File: src/rtl/core/nxpc_pkg.sv
// Package for the RV32IC next-pc predictor: transaction payload types,
// command codes, opcode and compressed-instruction match constants.
// No dependencies.
`default_nettype none

package nxpc_pkg;

    localparam int unsigned XLEN    = 32;
    localparam int unsigned NUM_REG = 32;
    localparam int unsigned REG_AW  = $clog2(NUM_REG);

    // Command codes
    localparam logic CMD_WRITE   = 1'b0;
    localparam logic CMD_PREDICT = 1'b1;

    // 32-bit major opcodes
    localparam logic [6:0] OPC_LOAD  = 7'h03;
    localparam logic [6:0] OPC_STORE = 7'h23;
    localparam logic [6:0] OPC_CTRL  = 7'h63;  // bits common to BRANCH/JAL/JALR

    // opcode[4:2] inside the control-transfer group
    localparam logic [2:0] CTL_BRANCH = 3'd0;
    localparam logic [2:0] CTL_JALR   = 3'd1;
    localparam logic [2:0] CTL_JAL    = 3'd3;

    // branch funct3
    localparam logic [2:0] F3_BEQ  = 3'd0;
    localparam logic [2:0] F3_BNE  = 3'd1;
    localparam logic [2:0] F3_BLT  = 3'd4;
    localparam logic [2:0] F3_BGE  = 3'd5;
    localparam logic [2:0] F3_BLTU = 3'd6;
    localparam logic [2:0] F3_BGEU = 3'd7;

    // compressed quadrants and funct3
    localparam logic [1:0] CQ0     = 2'b00;
    localparam logic [1:0] CQ1     = 2'b01;
    localparam logic [1:0] CQ2     = 2'b10;
    localparam logic [1:0] CQ_NONE = 2'b11;
    localparam logic [2:0] CF3_JAL  = 3'd1;
    localparam logic [2:0] CF3_J    = 3'd5;
    localparam logic [2:0] CF3_BEQZ = 3'd6;
    localparam logic [2:0] CF3_BNEZ = 3'd7;
    localparam logic [2:0] CF3_LW   = 3'd2;  // C.LW / C.LWSP
    localparam logic [2:0] CF3_SW   = 3'd6;  // C.SW / C.SWSP

    // C.JR / C.JALR match
    localparam logic [15:0] CJR_MASK  = 16'hE07F;
    localparam logic [15:0] CJR_MATCH = 16'h8002;

    typedef struct packed {
        logic                cmd;
        logic [REG_AW-1:0]   reg_index;
        logic [XLEN-1:0]     reg_value;
        logic [XLEN-1:0]     pc;
        logic [XLEN-1:0]     instr_word;
    } t_pred_in;

    typedef struct packed {
        logic [XLEN-1:0]     next_pc;
        logic                is_load_store;
        logic                is_compressed;
    } t_pred_out;

endpackage

`default_nettype wire

File: src/rtl/core/riscv_next_pc_predictor_unit.sv
// RV32IC next-pc predictor: register copy, operand read and next-pc compute.
// Depends on nxpc_pkg.
//
// A predict transaction reads its registers into the operand stage at the edge
// that accepts it, then its computed next pc moves into the output register;
// both stages hold while the output is stalled. Throughput: one transaction
// per cycle while not stalled; a write takes effect at its acceptance.
// Reset clears the 32 per-register valid bits at once, so every register reads
// zero until written; no clearing pass is needed.
`default_nettype none

module riscv_next_pc_predictor_unit (
    input  wire                   i_clk,
    input  wire                   i_rst_n,
    input  wire                   i_valid,
    output logic                  o_ready,
    input  wire nxpc_pkg::t_pred_in i_in,
    output logic                  o_valid,
    input  wire                   i_ready,
    output nxpc_pkg::t_pred_out   o_out
);
    import nxpc_pkg::*;

    logic [XLEN-1:0]   r_mem [NUM_REG];
    logic [NUM_REG-1:0] r_reg_vld;

    logic              r_s1_vld;
    t_pred_in          r_s1;
    logic [XLEN-1:0]   r_opa;
    logic [XLEN-1:0]   r_opb;

    logic              r_out_vld;
    t_pred_out         r_out;

    logic              out_adv;
    logic              in_acc;
    logic              wr_en;
    logic              rd_en;
    logic [REG_AW-1:0] rd_addr_a;
    logic [REG_AW-1:0] rd_addr_b;
    logic [31:0]       iw;

    assign out_adv = !r_out_vld || i_ready;
    assign o_ready = !r_s1_vld || out_adv;
    assign in_acc  = i_valid && o_ready;
    assign wr_en   = in_acc && (i_in.cmd == CMD_WRITE) && (i_in.reg_index != '0);
    assign rd_en   = in_acc && (i_in.cmd == CMD_PREDICT);
    assign iw      = i_in.instr_word;

    // port A: rs1, or rs1' for CB branches, or rs1 of C.JR/C.JALR
    always_comb begin
        if (iw[1:0] == CQ_NONE) begin
            rd_addr_a = iw[19:15];
        end else if (iw[1:0] == CQ1) begin
            rd_addr_a = {2'b01, iw[9:7]};
        end else begin
            rd_addr_a = iw[11:7];
        end
        rd_addr_b = iw[24:20];
    end

    always_ff @(posedge i_clk) begin
        if (wr_en) begin
            r_mem[i_in.reg_index] <= i_in.reg_value;
        end
        if (rd_en) begin
            r_opa <= (rd_addr_a == '0 || !r_reg_vld[rd_addr_a]) ? '0 : r_mem[rd_addr_a];
            r_opb <= (rd_addr_b == '0 || !r_reg_vld[rd_addr_b]) ? '0 : r_mem[rd_addr_b];
            r_s1  <= i_in;
        end
    end

    always_ff @(posedge i_clk) begin
        if (!i_rst_n) begin
            r_reg_vld <= '0;
        end else if (wr_en) begin
            r_reg_vld[i_in.reg_index] <= 1'b1;
        end
    end

    // ---------------- compute stage ----------------
    logic [31:0]     w;
    logic [31:0]     pc;
    logic            comp;
    logic [31:0]     imm_br;
    logic [31:0]     imm_jal;
    logic [31:0]     imm_cj;
    logic [31:0]     imm_cb;
    logic            take;
    logic [31:0]     offs;
    logic [31:0]     pc_sum;
    logic [31:0]     jalr_sum;
    logic            sel_jalr;
    logic            sel_jr;
    logic            ls;
    t_pred_out       n_out;

    always_comb begin
        w    = r_s1.instr_word;
        pc   = r_s1.pc;
        comp = (w[1:0] != CQ_NONE);

        imm_br  = {{20{w[31]}}, w[7], w[30:25], w[11:8], 1'b0};
        imm_jal = {{12{w[31]}}, w[19:12], w[20], w[30:21], 1'b0};
        imm_cj  = {{21{w[12]}}, w[8], w[10], w[9], w[6], w[7], w[2], w[11],
                   w[5:3], 1'b0};
        imm_cb  = {{24{w[12]}}, w[6], w[5], w[2], w[11], w[10], w[4], w[3], 1'b0};

        jalr_sum = {{20{w[31]}}, w[31:20]} + r_opa;

        take     = 1'b0;
        sel_jalr = 1'b0;
        sel_jr   = 1'b0;
        offs     = comp ? 32'd2 : 32'd4;

        if (!comp) begin
            if ((w[6:0] & OPC_CTRL) == OPC_CTRL) begin
                case (w[4:2])
                    CTL_BRANCH: begin
                        case (w[14:12])
                            F3_BEQ:  take = (r_opa == r_opb);
                            F3_BNE:  take = (r_opa != r_opb);
                            F3_BLT:  take = ($signed(r_opa) <  $signed(r_opb));
                            F3_BGE:  take = ($signed(r_opa) >= $signed(r_opb));
                            F3_BLTU: take = (r_opa <  r_opb);
                            F3_BGEU: take = (r_opa >= r_opb);
                            default: take = 1'b0;
                        endcase
                        if (take) begin
                            offs = imm_br;
                        end
                    end
                    CTL_JAL:  offs = imm_jal;
                    CTL_JALR: sel_jalr = 1'b1;
                    default:  offs = 32'd4;
                endcase
            end
        end else if (w[1:0] == CQ1) begin
            case (w[15:13])
                CF3_JAL, CF3_J: offs = imm_cj;
                CF3_BEQZ:       if (r_opa == '0) offs = imm_cb;
                CF3_BNEZ:       if (r_opa != '0) offs = imm_cb;
                default:        offs = 32'd2;
            endcase
        end else if (w[1:0] == CQ2) begin
            // C.JR / C.JALR, taken only with a nonzero rs1 field
            if ((w[15:0] & CJR_MASK) == CJR_MATCH && w[11:7] != '0) begin
                sel_jr = 1'b1;
            end
        end

        pc_sum = pc + offs;

        ls = (w[6:0] == OPC_LOAD) || (w[6:0] == OPC_STORE)
          || ((w[1:0] == CQ0 || w[1:0] == CQ2)
              && (w[15:13] == CF3_LW || w[15:13] == CF3_SW));

        if (sel_jalr) begin
            n_out.next_pc = {jalr_sum[31:1], 1'b0};
        end else if (sel_jr) begin
            n_out.next_pc = {r_opa[31:1], 1'b0};
        end else begin
            n_out.next_pc = pc_sum;
        end
        n_out.is_load_store = ls;
        n_out.is_compressed = comp;
    end

    always_ff @(posedge i_clk) begin
        if (!i_rst_n) begin
            r_s1_vld  <= 1'b0;
            r_out_vld <= 1'b0;
        end else begin
            if (rd_en) begin
                r_s1_vld <= 1'b1;
            end else if (out_adv) begin
                r_s1_vld <= 1'b0;
            end
            if (out_adv) begin
                r_out_vld <= r_s1_vld;
            end
        end
    end

    always_ff @(posedge i_clk) begin
        if (out_adv && r_s1_vld) begin
            r_out <= n_out;
        end
    end

    assign o_valid = r_out_vld;
    assign o_out   = r_out;

endmodule

`default_nettype wire
File: config.mk
export PLATFORM = sky130hd
export DESIGN_NAME = riscv_next_pc_predictor_unit
export DESIGN_NICKNAME = d
export VERILOG_FILES = /design/src/rtl/core/nxpc_pkg.sv /design/src/rtl/core/riscv_next_pc_predictor_unit.sv
export SDC_FILE = /design/constraint.sdc
export NUM_CORES = 2
export LEC_CHECK = 0
export BUFFER_PORTS_ARGS = -buffer_cell sky130_fd_sc_hd__buf_2
export CORE_AREA = 2 2 259 389
export CTS_BUF_LIST = sky130_fd_sc_hd__clkbuf_4 sky130_fd_sc_hd__clkbuf_8
export DETAILED_ROUTE_END_ITERATION = 8
export DIE_AREA = 0 0 261 391
export PLACE_DENSITY = 0.77
export SKIP_CTS_REPAIR_TIMING = 1
export SLEW_MARGIN = 0
export SYNTH_ARGS = -nofsm -noshare
export SYNTH_HDL_FRONTEND = slang
export SYNTH_SLANG_ARGS = --single-unit
File: constraint.sdc
create_clock -name i_clk -period 7.15 [get_ports i_clk]
set_clock_uncertainty 0.15 [all_clocks]
set_input_delay 0.715 -clock i_clk [delete_from_list [all_inputs] [get_ports i_clk]]
set_output_delay 0.715 -clock i_clk [all_outputs]
set_load 0.03 [all_outputs]
# == Yosys cells after proc, flatten, opt, wreduce, memory -nomap -nowiden ==
# Memory sizes are Yosys's and may differ from the RTL's. A register that Yosys moved wholly into a read port is not among the register bits.
# Index checks and enable logic that the tools add are counted.
# totals
ff_bits,132
latch_bits,0
output_inout_bits,36
memories,1
in_bits,106
word_cells,111
romBits,0
mem_bits_rw,1024
# op_classes
multipliers,0
n_lt_le_gt_ge,8
shift,0
n_div,0
reduce_logical,32
eq_ne,23
muxes,34
n_bitwise,2
add_sub_neg,2
# memory_table
name,depth,word_bits,read_ports,rd_ports_with_merged_regs,write_ports,line,text
r_mem,32,32,2,2,1,riscv_next_pc_predictor_unit.sv:24,logic [XLEN-1:0] r_mem [NUM_REG];
# ops
cell,n
32-bit two-way mux,8
32-bit case mux with 3 select lines,2
32-bit adder,2
32-bit greater-or-equal comparator,2
32-bit less-than comparator,2
32-bit == test,1
32-bit logical NOT,1
32-bit inequality test,1
32-bit bitwise OR,1
32-bit nonzero test,1
"3-bit == test, second input constant",7
"5-bit by 6-bit less-than comparator with 1-bit output, second input constant",3
1-bit two-way mux,17
1-bit binary-select mux with 5-bit select,2
"10-bit == test, second input constant",1
5-bit logical NOT,2
5-bit two-way mux,2
5-bit nonzero test,2
"3-bit by 1-bit == test with 1-bit output, second input constant",3
1-bit logical AND,8
1-bit logical OR,8
"7-bit by 2-bit == test with 1-bit output, second input constant",1
"7-bit by 6-bit == test with 1-bit output, second input constant",1
"3-bit by 2-bit == test with 1-bit output, second input constant",2
14 further kinds,21

# == Longest topological paths before layout ==
# logic_depth
word_depth,12
depth_mapped,24
mapped_depth_nobuf,24

# == Worst setup path after synthesis ==
# Ideal clock, no wire load.
# synth_path
kind,flip-flop to flip-flop
from,register r_opa[29] (read register of r_mem)
to,register r_out (netlist bit o_out[31]) (data pin)
period_less_slack_ns,5.512
n_path_buf,0
required_time_ns,6.721
arrival_ns,5.083
slack_ns,1.638
setup_time_ns,0.279
path_stages_with_launch,24
cell_sequence,edfxtp_1 -> ha_1 -> nand4_1 -> or4_1 -> nor2_1 -> o31a_2 -> o311ai_1 -> and4bb_1 -> o211a_4 -> a32oi_1 -> nor2_1 -> a2bb2oi_1 -> ha_1 -> fa_1 -> a211oi_1 -> o21ai_0 -> a31oi_1 -> a31oi_1 -> nor3b_1 -> o41ai_1 -> o21bai_1 -> a21oi_1 -> xor2_1 -> a221oi_1
# synth_lines
element,line,text
start: declaration,riscv_next_pc_predictor_unit.sv:29,logic [XLEN-1:0] r_opa;
end signal: assignment,riscv_next_pc_predictor_unit.sv:187,r_out <= n_out;
end: declaration,riscv_next_pc_predictor_unit.sv:33,t_pred_out r_out;

==> run_results.csv <==
group,metric,value,unit
layout,layout-area-overhead-vs-synth,11.1,%
setup_path,crit_buf_inv,0,
clock_network,clkTransAtPathRegs,0.07,ns
floorplanning,core_area,0.0991,sq mm
global_routing,first_global_vias,36900,
setup_path,r2r-end,"o_out[25]$_DFFE_PP_",
global_routing,antenna_found_initial,12,
setup_path,arrival,7.11,ns
outcome,run_status,"completed",
clock_network,numCtsBuffers,172,
setup_path,crit_family,"compound AO/OA/AOI/OAI gates",
power_and_ir_drop,p_per_area,233,mW/mm^2
setup_path,crit_required,7.60,ns
clock_network,cts_root_buf,"clkbuf_8",
timing,hold_viol,0,
clock_network,clock_sinks,1219,
setup_path,reg2regPathDepth,23,
setup_path,endpoint_kind,"flop",
timing,rsz0062_at_grt,"no",
timing,max_slew_margin,29.2,%
yosys,synth_edf_count,1186,
floorplanning,fp.dieH,391,microns
place,gp_congestion,0.916,
power_and_ir_drop,vdd_drop_max,0.158,mV
floorplanning,die_area,0.102,sq mm
drt,routed_wl,166000,microns
setup_path,critPathLaunchType,"flop",
global_routing,groute.usage.overall,32.9,%
setup_path,cpMostUsedCell,"nor2_1",
layout,fin_area,0.0655,sq mm
place,place_area,0.0614,sq mm
setup_path,cp_max_fo,9,
place,place_hpwl,92800,microns
timing,tightest_slew,1.04,ns
drt,drc,0,
clock_network,clkLatencyLatePin,0.87,ns
power_and_ir_drop,leakagePower,21.8,nW
drt,ant_nets,0,
yosys,netlist_area,0.0590,sq mm
setup_path,critical-path-max-stage-delay,0.66,ns
yosys,syn_avg_cell_area,17.3,sq um
place,io_buffers,141,
worst_hold_path,min_from,"i_in[0]",
layout,final_core_util,66.1,%
global_routing,grt_pass1_wl,239000,microns
setup_path,worstReg2RegStart,"r_opa[29]$_SDFFCE_PP0P_",
worst_hold_path,whs_path_depth,1,
floorplanning,start_util,59.5,%
layout,final.fill_count,6469,
timing,finalCritPeriodShare,93.1,%
setup_path,crit_type,"reg2reg",
clock_network,htreeDepth,4,
clock_network,cts_buffer_depth,3,
timing,finalSetupTns,0,ns
yosys,yosysWarnings,0,
flow_run,max_cap_viol_count,0,
drt,via_per_inst,7.19,
timing,period_needed,6.66,ns
global_routing,grt_max_degree,122,
yosys,synth-seq-cells,1219,
timing,fin_ws,0.491,ns
worst_hold_path,hp-class,"in2reg",
floorplanning,rows,142,
yosys,postSynthCellCount,3418,
setup_path,worst_path_max_delay_cell,"a211oi_1",
layout,instances_no_fill,5104,
layout,drive_above_1_share,29.7,%
drt,drtIter0Drc,4892,
drt,wire_per_inst,32.5,microns
drt,num_vias,36700,
floorplanning,dieWidth,261,microns
timing,fmax,150,MHz
worst_hold_path,hold_path_end,"w[0]$_DFFE_PP_",
floorplanning,boundaryPins,142,
setup_path,worstPathCellList,"ha_1 -> nand4_1 -> or4_1 -> nor2_1 -> o31a_2 -> o211ai_1 -> and4bb_1 -> o211a_4 -> a32oi_1 -> nor2_1 -> a2bb2oi_1 -> ha_1 -> fa_1 -> a211oi_1 -> o21ai_0 -> a211oi_1 -> o211ai_1 -> a31o_2 -> a21oi_1 -> xor2_1 -> nor2_1 -> a21oi_1 -> o21ai_0",
yosys,synth_seq_area_share,61.5,%
yosys,synth.distinct_cells,78,
place,dp_slack,0.518,ns
global_routing,grt_overflow_total,0,
setup_path,crit_path_start,"r_opa[29]$_SDFFCE_PP0P_",
setup_path,r2r_slack,0.49,ns
layout,nets,3872,
timing,finalSetupViolCount,0,
place,dp.cells,4735,
clock_network,cts_tree,"built",
drt,drt_pass1_iterations,6,
timing,drv_slew,0,
yosys,async_flop_share,0,%
yosys,ys.flop_type,"edfxtp_1",
-- layout by cell type (no fill, tap or decap), drive strengths merged, types with 33 or more instances in the layout --
cell type    instances
xnor2               33
o21ai               47
nor2               150
a31oi               50
clkbuf             227
edfxtp            1186
a311oi              34
dlygate4sd3         59
mux2i               43
a21oi               99
and3                43
inv                 54
buf                210
nand3               92
ha                  92
nand2              348
clkinv              62
mux4               592
a21o                38
dfxtp               33
o21a                51
-- registers in the layout (all words and copies together) (netlist names) --
| register | count |
|---|---|
| r_opb | 32 |
| r_s1_vld | 1 |
| w | 32 |
| r_opa | 32 |
| r_mem | 1024 |
| r_reg_vld | 31 |
| pc | 32 |
| o_valid | 1 |
| o_out | 34 |
-- cell usage after synthesis (4+ instances only) --
library cell	count	area, sq um
a211oi_1	22	165
a21o_1	38	285
a21oi_1	98	490
a221oi_1	4	35.0
a22oi_1	4	30.0
a311oi_1	34	298
a31o_2	4	35.0
a31oi_1	49	307
a32oi_1	4	35.0
and2_1	6	37.5
and3_1	43	269
buf_1	21	78.8
buf_2	65	325
buf_4	4	30.0
buf_6	16	180
clkbuf_1	114	428
dfxtp_1	33	661
edfxtp_1	1186	35600
ha_1	92	1150
inv_1	51	191
mux2i_1	43	430
mux4_2	592	13300
nand2_1	347	1300
nand2b_1	7	43.8
nand3_1	91	455
nand3b_1	4	30.0
nand4_1	15	93.8
nor2_1	149	559
nor2b_1	12	75.1
nor3_1	21	105
nor4_1	14	87.6
o211ai_1	7	52.6
o21a_1	51	383
o21ai_0	47	235
o22ai_1	5	31.3
o2bb2ai_1	4	35.0
or2_2	6	37.5
or3_1	9	56.3
xnor2_1	33	289
xor2_1	16	140
-- area by class of cell --
cell class                      count  area, sq um  area share (%)
Inverter                           51          196           0.300
Sequential cell                  1219        36300            55.4
Multi-Input combinational cell   1959        21900            33.5
Tap cell                         1296         1620            2.48
Clock buffer                      227         2820            4.30
Timing Repair Buffer              269         2000            3.05
Clock inverter                     80          646           0.986
Antenna cell                        3         7.51          0.0115
-- power breakdown --
group / total (W) / switching (W) / internal [W]
logic: 0.00167 / 0.000959 / 0.000706
clock network: 0.00561 / 0.00265 / 0.00296
registers: 0.00801 / 0.0000615 / 0.00795
-- routing by layer --
metal	global-route usage, %	wire, microns	up-vias
met5	0	103	-
met4	17.6	9810	16
met3	8.31	18900	576
met2	54.9	83400	2826
li1	-	-	14700
met1	39.4	53400	18600
-- metrics by stage --
step	power, W	hold slack [ns]
global placement	0.00975	0.311
global route	0.0157	0.00443
floorplan	0.00925	0.302
detailed placement	0.00977	0.326
CTS	0.0153	-0.221
finish	0.0153	0.0571
-- worst max-delay path by stage --
stage / cells after the start / slack, ns / end
2_1_floorplan: 23 / 1.64 / o_out[31]$_DFFE_PP_
3_3_place_gp: 23 / 0.62 / o_out[31]$_DFFE_PP_
3_5_place_dp: 23 / 0.52 / o_out[31]$_DFFE_PP_
4_1_cts: 23 / 0.50 / o_out[31]$_DFFE_PP_
5_1_grt: 23 / 0.08 / o_out[31]$_DFFE_PP_
6_report: 23 / 0.49 / o_out[25]$_DFFE_PP_
-- cell families after synthesis --
kind of cell / count (synthesis) / share of synthesized area [%]
DFF: 1219 / 61.5
adders and majority gates: 94 / 2.02
other: 1 / 0.00636
and+or+nand+nor: 740 / 5.57
AOI/OAI and AO/OA: 406 / 4.68
xor gates and xnor gates: 49 / 0.728
muxes: 638 / 23.4
buffers and inverters: 271 / 2.09
No activity file was read; power rests on OpenSTA's default activity.
